### config.mk
export PLATFORM = sky130hd
export DESIGN_NAME = multi_frame_pixel_fuse_core
export DESIGN_NICKNAME = d
export VERILOG_FILES = /design/src/rtl/mfpf_pkg.sv /design/src/rtl/multi_frame_pixel_fuse_core.sv /design/src/rtl/mfpf_sort.sv
export SDC_FILE = /design/constraint.sdc
export NUM_CORES = 1
export LEC_CHECK = 0
export BUFFER_PORTS_ARGS = -buffer_cell sky130_fd_sc_hd__buf_4
export CAP_MARGIN = 10
export CORE_MARGIN = 5
export CORE_UTILIZATION = 50
export CTS_CLUSTER_DIAMETER = 80
export DETAILED_ROUTE_END_ITERATION = 8
export GPL_TIMING_DRIVEN = 0
export PLACE_DENSITY = 0.66
export SLEW_MARGIN = 15
export SYNTH_ARGS = -nofsm -noshare
export SYNTH_HDL_FRONTEND = slang
export SYNTH_SLANG_ARGS = --single-unit
### constraint.sdc
create_clock -name aclk -period 11.2 [get_ports aclk]
set_input_delay 2.24 -clock aclk [delete_from_list [all_inputs] [get_ports aclk]]
set_output_delay 2.24 -clock aclk [all_outputs]
set_load 0.02 [all_outputs]
### src/rtl/mfpf_pkg.sv
// Shared types, constants and helper functions for the multi-frame pixel fuse core.
// Holds the sample vector type, the sorting-network layers and the reciprocal table.
// No dependencies; every rtl file imports this package.
package mfpf_pkg;

    localparam int MAX_FRAMES = 8;
    localparam int SAMP_W     = 8;
    localparam int CNT_W      = 4;                   // holds 0..MAX_FRAMES
    localparam int IDX_W      = 3;                   // index into the sample vector
    localparam int SUM_W      = 11;                  // 8 * 255 fits in 11 bits
    localparam int RECIP_W    = 17;                  // ceil(2^16 / d), d = 1 needs 17 bits
    localparam int RECIP_SH   = 16;
    localparam int IN_W       = MAX_FRAMES * SAMP_W;
    localparam int OUT_W      = SAMP_W;

    // Configuration port
    localparam int CFG_IDX_W  = 2;
    localparam int CFG_DATA_W = 6;
    localparam logic [CFG_IDX_W-1:0] IDX_FUSE_MODE = 2'd0;
    localparam logic [CFG_IDX_W-1:0] IDX_FRAMES    = 2'd1;
    localparam logic [CFG_IDX_W-1:0] IDX_DROP_PCT  = 2'd2;

    // Fuse modes (the unused code behaves as mean)
    localparam logic [1:0] MODE_MEAN    = 2'd0;
    localparam logic [1:0] MODE_MEDIAN  = 2'd1;
    localparam logic [1:0] MODE_TRIMMED = 2'd2;

    // Register reset values
    localparam logic [1:0]       RST_FUSE_MODE = MODE_MEAN;
    localparam logic [CNT_W-1:0] RST_FRAMES    = 4'd5;
    localparam logic [5:0]       RST_DROP_PCT  = 6'd20;

    typedef logic [MAX_FRAMES-1:0][SAMP_W-1:0] samp_vec_t;

    // Values derived from the configuration registers
    typedef struct packed {
        logic               median;   // output the middle element
        logic [CNT_W-1:0]   lo;       // first sorted index in the sum
        logic [CNT_W-1:0]   hi;       // one past the last sorted index in the sum
        logic [CNT_W-1:0]   cnt;      // divisor, hi - lo
        logic [IDX_W-1:0]   half;     // median index, N / 2
        logic [RECIP_W-1:0] recip;    // ceil(2^16 / cnt)
    } drv_t;

    // Compare-exchange of two elements, ascending
    function automatic samp_vec_t cas(samp_vec_t v, int a, int b);
        samp_vec_t r;
        r = v;
        if (v[a] > v[b]) begin
            r[a] = v[b];
            r[b] = v[a];
        end
        return r;
    endfunction

    // Odd-even merge sort of eight, first three layers
    function automatic samp_vec_t sort_front(samp_vec_t v);
        samp_vec_t r;
        r = v;
        r = cas(r, 0, 1); r = cas(r, 2, 3); r = cas(r, 4, 5); r = cas(r, 6, 7);
        r = cas(r, 0, 2); r = cas(r, 1, 3); r = cas(r, 4, 6); r = cas(r, 5, 7);
        r = cas(r, 1, 2); r = cas(r, 5, 6);
        return r;
    endfunction

    // Odd-even merge sort of eight, last three layers
    function automatic samp_vec_t sort_back(samp_vec_t v);
        samp_vec_t r;
        r = v;
        r = cas(r, 0, 4); r = cas(r, 1, 5); r = cas(r, 2, 6); r = cas(r, 3, 7);
        r = cas(r, 2, 4); r = cas(r, 3, 5);
        r = cas(r, 1, 2); r = cas(r, 3, 4); r = cas(r, 5, 6);
        return r;
    endfunction

    // Reciprocal for exact floor division of sums below 2^SUM_W
    function automatic logic [RECIP_W-1:0] recip_of(logic [CNT_W-1:0] d);
        logic [RECIP_W-1:0] r;
        unique case (d)
            4'd2:    r = 17'd32768;
            4'd3:    r = 17'd21846;
            4'd4:    r = 17'd16384;
            4'd5:    r = 17'd13108;
            4'd6:    r = 17'd10923;
            4'd7:    r = 17'd9363;
            4'd8:    r = 17'd8192;
            default: r = 17'd65536;
        endcase
        return r;
    endfunction

endpackage

### src/rtl/multi_frame_pixel_fuse_core.sv
// Multi-frame pixel fuse: mean, median or trimmed mean of up to eight co-located samples.
// Top level; instantiates mfpf_sort and depends on mfpf_pkg.
//
// Usage:
//   s_ channel: one beat per pixel channel, s_tdata holds sample_0..sample_7.
//   m_ channel: one beat per input beat, m_tdata holds fused_value.
//   cfg_we/cfg_index/cfg_wdata write fuse_mode (0), frames_in_use (1) and
//   drop_percent (2); write only while no beat is in flight.
// Pipeline: a result passes the input register, two sorter stages, select/sum,
//   reciprocal multiply and round before it appears on m_tvalid.
// Throughput: one beat per cycle while m_tready is high; every stage is a register
//   stage with its own valid bit.
// Stall: when m_tready is low the output beat holds and earlier stages keep
//   filling empty slots; s_tready drops only once all six stages are full.
// Reset: aresetn (synchronous, active low) empties the pipeline and loads
//   fuse_mode 0, frames_in_use 5, drop_percent 20.
module multi_frame_pixel_fuse_core (
    input  logic                           aclk,
    input  logic                           aresetn,
    // input beat
    input  logic                           s_tvalid,
    output logic                           s_tready,
    input  logic [mfpf_pkg::IN_W-1:0]      s_tdata,   // sample_0 [7:0] .. sample_7 [63:56]
    // result beat
    output logic                           m_tvalid,
    input  logic                           m_tready,
    output logic [mfpf_pkg::OUT_W-1:0]     m_tdata,   // fused_value [7:0]
    // configuration
    input  logic                           cfg_we,
    input  logic [mfpf_pkg::CFG_IDX_W-1:0] cfg_index,
    input  logic [mfpf_pkg::CFG_DATA_W-1:0] cfg_wdata
);
    import mfpf_pkg::*;

    // configuration registers
    logic [1:0]       fuse_mode_reg;
    logic [CNT_W-1:0] frames_reg;
    logic [5:0]       drop_pct_reg;

    always_ff @(posedge aclk) begin
        if (!aresetn) begin
            fuse_mode_reg <= RST_FUSE_MODE;
            frames_reg    <= RST_FRAMES;
            drop_pct_reg  <= RST_DROP_PCT;
        end else if (cfg_we) begin
            unique case (cfg_index)
                IDX_FUSE_MODE: fuse_mode_reg <= cfg_wdata[1:0];
                IDX_FRAMES:    frames_reg    <= cfg_wdata[CNT_W-1:0];
                IDX_DROP_PCT:  drop_pct_reg  <= cfg_wdata;
                default:       ;
            endcase
        end
    end

    // derived settings
    logic [CNT_W-1:0] n_eff;
    logic [9:0]       pct_x_n;
    logic [2:0]       t_pct;
    logic [2:0]       t_bound;
    logic [2:0]       t_trim;
    logic [2:0]       t_sel;
    logic [CNT_W-1:0] cnt_w;
    drv_t             drv_next;
    drv_t             drv_reg;

    always_comb begin
        // saturate frame count
        priority if (frames_reg < 4'd2) n_eff = 4'd2;
        else if (frames_reg > CNT_W'(MAX_FRAMES)) n_eff = CNT_W'(MAX_FRAMES);
        else n_eff = frames_reg;

        // floor(pct * N / 100), product is at most 504
        pct_x_n = 10'(drop_pct_reg) * 10'(n_eff);
        priority if (pct_x_n >= 10'd500) t_pct = 3'd5;
        else if (pct_x_n >= 10'd400) t_pct = 3'd4;
        else if (pct_x_n >= 10'd300) t_pct = 3'd3;
        else if (pct_x_n >= 10'd200) t_pct = 3'd2;
        else if (pct_x_n >= 10'd100) t_pct = 3'd1;
        else t_pct = 3'd0;

        // clamp to [1, N/2 - 1]
        t_bound = n_eff[3:1] - 3'd1;
        t_trim  = (t_pct < 3'd1) ? 3'd1 : t_pct;
        if (t_trim > t_bound) t_trim = t_bound;
        t_sel = (fuse_mode_reg == MODE_TRIMMED) ? t_trim : 3'd0;
        cnt_w = n_eff - {t_sel, 1'b0};

        drv_next.median = (fuse_mode_reg == MODE_MEDIAN);
        drv_next.lo     = CNT_W'(t_sel);
        drv_next.hi     = CNT_W'(t_sel) + cnt_w;
        drv_next.cnt    = cnt_w;
        drv_next.half   = n_eff[3:1];
        drv_next.recip  = recip_of(cnt_w);
    end

    always_ff @(posedge aclk) begin
        drv_reg <= drv_next;
    end

    // pipeline handshake
    logic      v0_reg, v3_reg, v4_reg, v5_reg;
    logic      rdy0, rdy3, rdy4, rdy5;
    logic      srt_in_ready;
    logic      srt_valid;
    samp_vec_t srt_data;

    assign rdy5     = !v5_reg || m_tready;
    assign rdy4     = !v4_reg || rdy5;
    assign rdy3     = !v3_reg || rdy4;
    assign rdy0     = !v0_reg || srt_in_ready;
    assign s_tready = rdy0;

    always_ff @(posedge aclk) begin
        if (!aresetn) begin
            v0_reg <= 1'b0;
            v3_reg <= 1'b0;
            v4_reg <= 1'b0;
            v5_reg <= 1'b0;
        end else begin
            if (rdy0) v0_reg <= s_tvalid;
            if (rdy3) v3_reg <= srt_valid;
            if (rdy4) v4_reg <= v3_reg;
            if (rdy5) v5_reg <= v4_reg;
        end
    end

    // stage 0: capture, unused frames forced to full scale so they sort last
    samp_vec_t s0_next;
    samp_vec_t s0_reg;

    always_comb begin
        for (int i = 0; i < MAX_FRAMES; i++) begin
            s0_next[i] = (CNT_W'(i) < n_eff) ? s_tdata[i*SAMP_W +: SAMP_W] : '1;
        end
    end

    always_ff @(posedge aclk) begin
        if (rdy0 && s_tvalid) s0_reg <= s0_next;
    end

    // stages 1-2: sorting network
    mfpf_sort u_sort (
        .aclk      (aclk),
        .aresetn   (aresetn),
        .in_valid  (v0_reg),
        .in_ready  (srt_in_ready),
        .in_data   (s0_reg),
        .out_valid (srt_valid),
        .out_ready (rdy3),
        .out_data  (srt_data)
    );

    // stage 3: windowed sum and median pick
    logic [SUM_W-1:0]  sum_next;
    logic [SUM_W-1:0]  sum3_reg;
    logic [SAMP_W-1:0] med3_reg;

    always_comb begin
        sum_next = '0;
        for (int i = 0; i < MAX_FRAMES; i++) begin
            if (CNT_W'(i) >= drv_reg.lo && CNT_W'(i) < drv_reg.hi) begin
                sum_next = sum_next + SUM_W'(srt_data[i]);
            end
        end
    end

    always_ff @(posedge aclk) begin
        if (rdy3 && srt_valid) begin
            sum3_reg <= sum_next;
            med3_reg <= srt_data[drv_reg.half];
        end
    end

    // stage 4: floor quotient by reciprocal multiply
    logic [SUM_W+RECIP_W-1:0] prod;
    logic [SUM_W-1:0]         q4_reg;
    logic [SUM_W-1:0]         sum4_reg;
    logic [SAMP_W-1:0]        med4_reg;

    assign prod = (SUM_W+RECIP_W)'(sum3_reg) * (SUM_W+RECIP_W)'(drv_reg.recip);

    always_ff @(posedge aclk) begin
        if (rdy4 && v3_reg) begin
            q4_reg   <= prod[RECIP_SH +: SUM_W];
            sum4_reg <= sum3_reg;
            med4_reg <= med3_reg;
        end
    end

    // stage 5: remainder, round half to even, clamp, mode select
    logic [SUM_W+CNT_W-1:0] qd;
    logic [SUM_W-1:0]       rem_full;
    logic [CNT_W-1:0]       rem;
    logic [CNT_W:0]         rem2;
    logic                   round_up;
    logic [SUM_W:0]         q_rnd;
    logic [SAMP_W-1:0]      avg;
    logic [SAMP_W-1:0]      res_reg;

    always_comb begin
        qd       = (SUM_W+CNT_W)'(q4_reg) * (SUM_W+CNT_W)'(drv_reg.cnt);
        rem_full = sum4_reg - qd[SUM_W-1:0];
        rem      = rem_full[CNT_W-1:0];
        rem2     = {rem, 1'b0};
        round_up = (rem2 > {1'b0, drv_reg.cnt}) ||
                   ((rem2 == {1'b0, drv_reg.cnt}) && q4_reg[0]);
        q_rnd    = (SUM_W+1)'(q4_reg) + (SUM_W+1)'(round_up);
        avg      = (q_rnd > (SUM_W+1)'(255)) ? 8'hFF : q_rnd[SAMP_W-1:0];
    end

    always_ff @(posedge aclk) begin
        if (rdy5 && v4_reg) begin
            res_reg <= drv_reg.median ? med4_reg : avg;
        end
    end

    assign m_tvalid = v5_reg;
    assign m_tdata  = res_reg;

    // remainder of the floor quotient is below the divisor
    property p_rem_range;
        @(posedge aclk) disable iff (!aresetn)
        v4_reg |-> (rem_full < SUM_W'(drv_reg.cnt));
    endproperty
    a_rem_range: assert property (p_rem_range) else $error("reciprocal quotient off by one");

    // a held result beat blocks stage 4 from overwriting
    property p_stage4_hold;
        @(posedge aclk) disable iff (!aresetn)
        v4_reg && v5_reg && !m_tready |=> v4_reg && $stable(q4_reg) && $stable(sum4_reg);
    endproperty
    a_stage4_hold: assert property (p_stage4_hold) else $error("stage 4 beat lost on stall");

    // input back-pressure only when the front stage is occupied
    property p_ready_full;
        @(posedge aclk) disable iff (!aresetn)
        !s_tready |-> v0_reg && !srt_in_ready;
    endproperty
    a_ready_full: assert property (p_ready_full) else $error("input stalled with room");

endmodule

### src/rtl/mfpf_sort.sv
// Two-stage pipelined odd-even merge sorter for eight 8-bit samples.
// Each stage holds three comparator layers; valid/ready per stage.
// Depends on mfpf_pkg.
module mfpf_sort (
    input  logic               aclk,
    input  logic               aresetn,
    input  logic               in_valid,
    output logic               in_ready,
    input  mfpf_pkg::samp_vec_t in_data,
    output logic               out_valid,
    input  logic               out_ready,
    output mfpf_pkg::samp_vec_t out_data
);
    import mfpf_pkg::*;

    samp_vec_t mid_reg;
    logic      mid_valid_reg;
    samp_vec_t out_reg;
    logic      out_valid_reg;
    logic      rdy_mid;
    logic      rdy_out;

    // stage loads when empty or when its content moves on
    assign rdy_out  = !out_valid_reg || out_ready;
    assign rdy_mid  = !mid_valid_reg || rdy_out;
    assign in_ready = rdy_mid;

    // valid bits
    always_ff @(posedge aclk) begin
        if (!aresetn) begin
            mid_valid_reg <= 1'b0;
            out_valid_reg <= 1'b0;
        end else begin
            if (rdy_mid) mid_valid_reg <= in_valid;
            if (rdy_out) out_valid_reg <= mid_valid_reg;
        end
    end

    // comparator layers
    always_ff @(posedge aclk) begin
        if (rdy_mid && in_valid)      mid_reg <= sort_front(in_data);
        if (rdy_out && mid_valid_reg) out_reg <= sort_back(mid_reg);
    end

    assign out_valid = out_valid_reg;
    assign out_data  = out_reg;

    // sorted output is ascending
    property p_ascending;
        @(posedge aclk) disable iff (!aresetn)
        out_valid_reg |-> (out_reg[0] <= out_reg[1]) && (out_reg[1] <= out_reg[2]) &&
                          (out_reg[2] <= out_reg[3]) && (out_reg[3] <= out_reg[4]) &&
                          (out_reg[4] <= out_reg[5]) && (out_reg[5] <= out_reg[6]) &&
                          (out_reg[6] <= out_reg[7]);
    endproperty
    a_ascending: assert property (p_ascending) else $error("sorter output not ascending");

    // a full middle stage with a blocked output keeps its beat
    property p_mid_hold;
        @(posedge aclk) disable iff (!aresetn)
        mid_valid_reg && !rdy_out |=> mid_valid_reg && $stable(mid_reg);
    endproperty
    a_mid_hold: assert property (p_mid_hold) else $error("sorter middle stage lost a beat");

endmodule

==> reports/qor.txt <==
die area -> 58000 um2
Initial Util -> 0.506
synth top area cells -> edfxtp_1 27%, ha_1 14%, fa_1 11%
Worst-path clk slew -> 0.06 ns
HPWL Detailed -> 54.0 mm
Slowest Stage Delay on Critical Path -> 0.61 ns
Vias -> 19.1k
wire per inst -> 18.8 um
n_diodes -> 0
most common cell after layout, fill and taps aside -> inv_1
CTS sink count -> 287
Seq/Total Area, Yosys -> 0.306
pin count of the biggest net entering global routing -> 33
FF-to-FF Start -> drv_reg[26]
worst setup path class -> reg2reg
vias in the first global route -> 19.8k
Relative slew margins -> 0.351
Final Hold Fails -> 0
period utilisation layout -> 0.844
Netlist cell types -> 73
cts bufs inserted -> 35
Peak Freq -> 106 MHz
worst reg2reg path endpoint -> sum3_reg[9]
syn_area_per_cell -> 10.3 um2
share of layout cells above drive strength 1 -> 0.114
Die Wd -> 241 um
clock skew -> 0.0271 ns
Post-synth EDFFs -> 242
Tmin final -> 9.46 ns
gp weighted congestion -> 0.945
Pre-antenna DRT Iters -> 5
Iter 0 DRT Violations -> 1074
Mapped Nets -> 3116
row cnt -> 84
worst hold start -> med3_reg[0]
Vias/cell -> 5.58
Resized cells post-CTS -> 0
postcts setup bufs -> 0
clk_lat worst skew -> 0.55 ns
leading area contributor after synthesis -> edfxtp_1
R2R cell count -> 42
Slowest-stage cell, CP -> a2111oi_0
Synth Register Bits -> 287
CTS tree -> built
Async SR Flop Fraction -> 0
post-synth top area share -> 0.273
family with the most delay on the worst path -> compound AO/OA/AOI/OAI gates
final wirelength -> 64.2 mm
# DRC -> 0
clk buf depth -> 3
yosys warns -> 0
initial antenna violation count -> 1
num ports -> 87
worst path arrival time -> 9.73 ns
cell mode on critical path -> ha_1
remaining global-route overflow -> 0
synthesized area -> 26700 um2
Final setup viols -> 0
Die Ht -> 241 um
core box area -> 52700 um2
CP startpoint kind -> flop
hold buffer count at CTS -> 0
TNS Setup -> 0 ns
RSZ-0062 raised after global routing -> false
Hold Path Stages -> 0
WP buf/inv -> 3
final layout net count -> 3231
Critical Path RT -> 11.47 ns
first-pass GRT wire length -> 103 mm
ANT nets after route -> 0
Max Slew Vio Count -> 0
P&R area growth vs syn -> 10.3%
Root Buffer -> clkbuf_16
Max-cap violations -> 0
reg2reg setup slack -> 1.74 ns
most frequent cells in the layout -> 359 x inv_1, 299 x ha_1, 242 x edfxtp_1
port bufs -> 70
Main synth FF type -> edfxtp_1
Syn Inst Count -> 2588
worst-path fanout max -> 10
GRT Total Usage -> 0.222
Critical Path End Type -> flop
slew at the pin closest to its max-slew limit -> 0.971 ns
CTS HTree Levels -> 2
HP Class -> reg2reg
status -> finished clean
Hold Path End -> med4_reg[0]
-- synthesized netlist by cell type (27+ instances only) --
cell	number
fa_1	152
o21ai_0	81
a211oi_1	27
mux2i_1	228
clkbuf_1	82
edfxtp_1	242
inv_1	359
nand3_1	42
nor2_1	90
ha_1	299
o21a_1	41
and2_1	77
a21oi_1	117
a21o_1	53
xnor2_1	55
mux2_2	97
nand2_1	152
or2_2	34
nand2b_1	39
dfxtp_1	45
nor2b_1	50
-- layout make-up --
type	instances	area [um2]
sequential	287	8170
clock buffer	43	961
multi-input combinational	1850	16900
fill	4519	23200
timing repair buffer	78	696
inverter	359	1350
buffer	92	353
tap	688	861
clock inverter	21	173
-- worst reg2reg max path: cells and delay by family (launching register included) --
family	cells	cell delay, ns
buffers and inverters	3	0.52
xor gates and xnor gates	3	0.39
DFF	1	0.51
and+or+nand+nor	8	1.08
AOI/OAI and AO/OA	20	3.96
muxes	1	0.28
adders and majority gates	7	2.47
-- worst max-delay path by stage --
stage           startpoint                 to  slack [ns]  depth (start not counted)
2_1_floorplan     m_tready  u_sort.mid_reg[0]        3.21                          4
3_3_place_gp      m_tready  u_sort.mid_reg[1]        1.54                          5
3_5_place_dp   drv_reg[26]        sum3_reg[9]        1.85                         42
4_1_cts        drv_reg[26]        sum3_reg[9]        1.77                         42
5_1_grt        drv_reg[27]        sum3_reg[9]        1.07                         42
6_report       drv_reg[26]        sum3_reg[9]        1.74                         42
-- routing by layer --
layer | part of all wire | track usage
met4 | 0.033 | 0.0699
met2 | 0.50 | 0.397
met1 | 0.42 | 0.284
met3 | 0.043 | 0.0241
met5 | 0 | 0
-- cell families (layout without fill, tap and decap cells) --
| family | Yosys count | count (layout) | share of synthesized area |
|---|---|---|---|
| and+or+nand+nor | 567 | 567 | 0.109 |
| xor gates and xnor gates | 78 | 78 | 0.0262 |
| muxes | 341 | 341 | 0.140 |
| adders and majority gates | 451 | 451 | 0.254 |
| AOI/OAI and AO/OA | 413 | 413 | 0.0998 |
| DFF | 287 | 287 | 0.306 |
| buffers and inverters | 451 | 593 | 0.0638 |
-- metrics by stage --
stage	setup WS [ns]	utilization	std cells	cell area [um2]	hold slack [ns]
floorplan	3.21	-	2588	26700	0.400
global placement	1.54	0.533	3346	28000	0.407
detailed placement	1.85	0.537	3354	28300	0.405
CTS	1.77	0.558	3418	29400	0.416
global route	1.07	0.559	3418	29400	0.426
finish	1.74	0.559	3418	29400	0.413
Power is not shown: default switching activity piles up to over one toggle a cycle in this logic, so the estimate is an artifact.
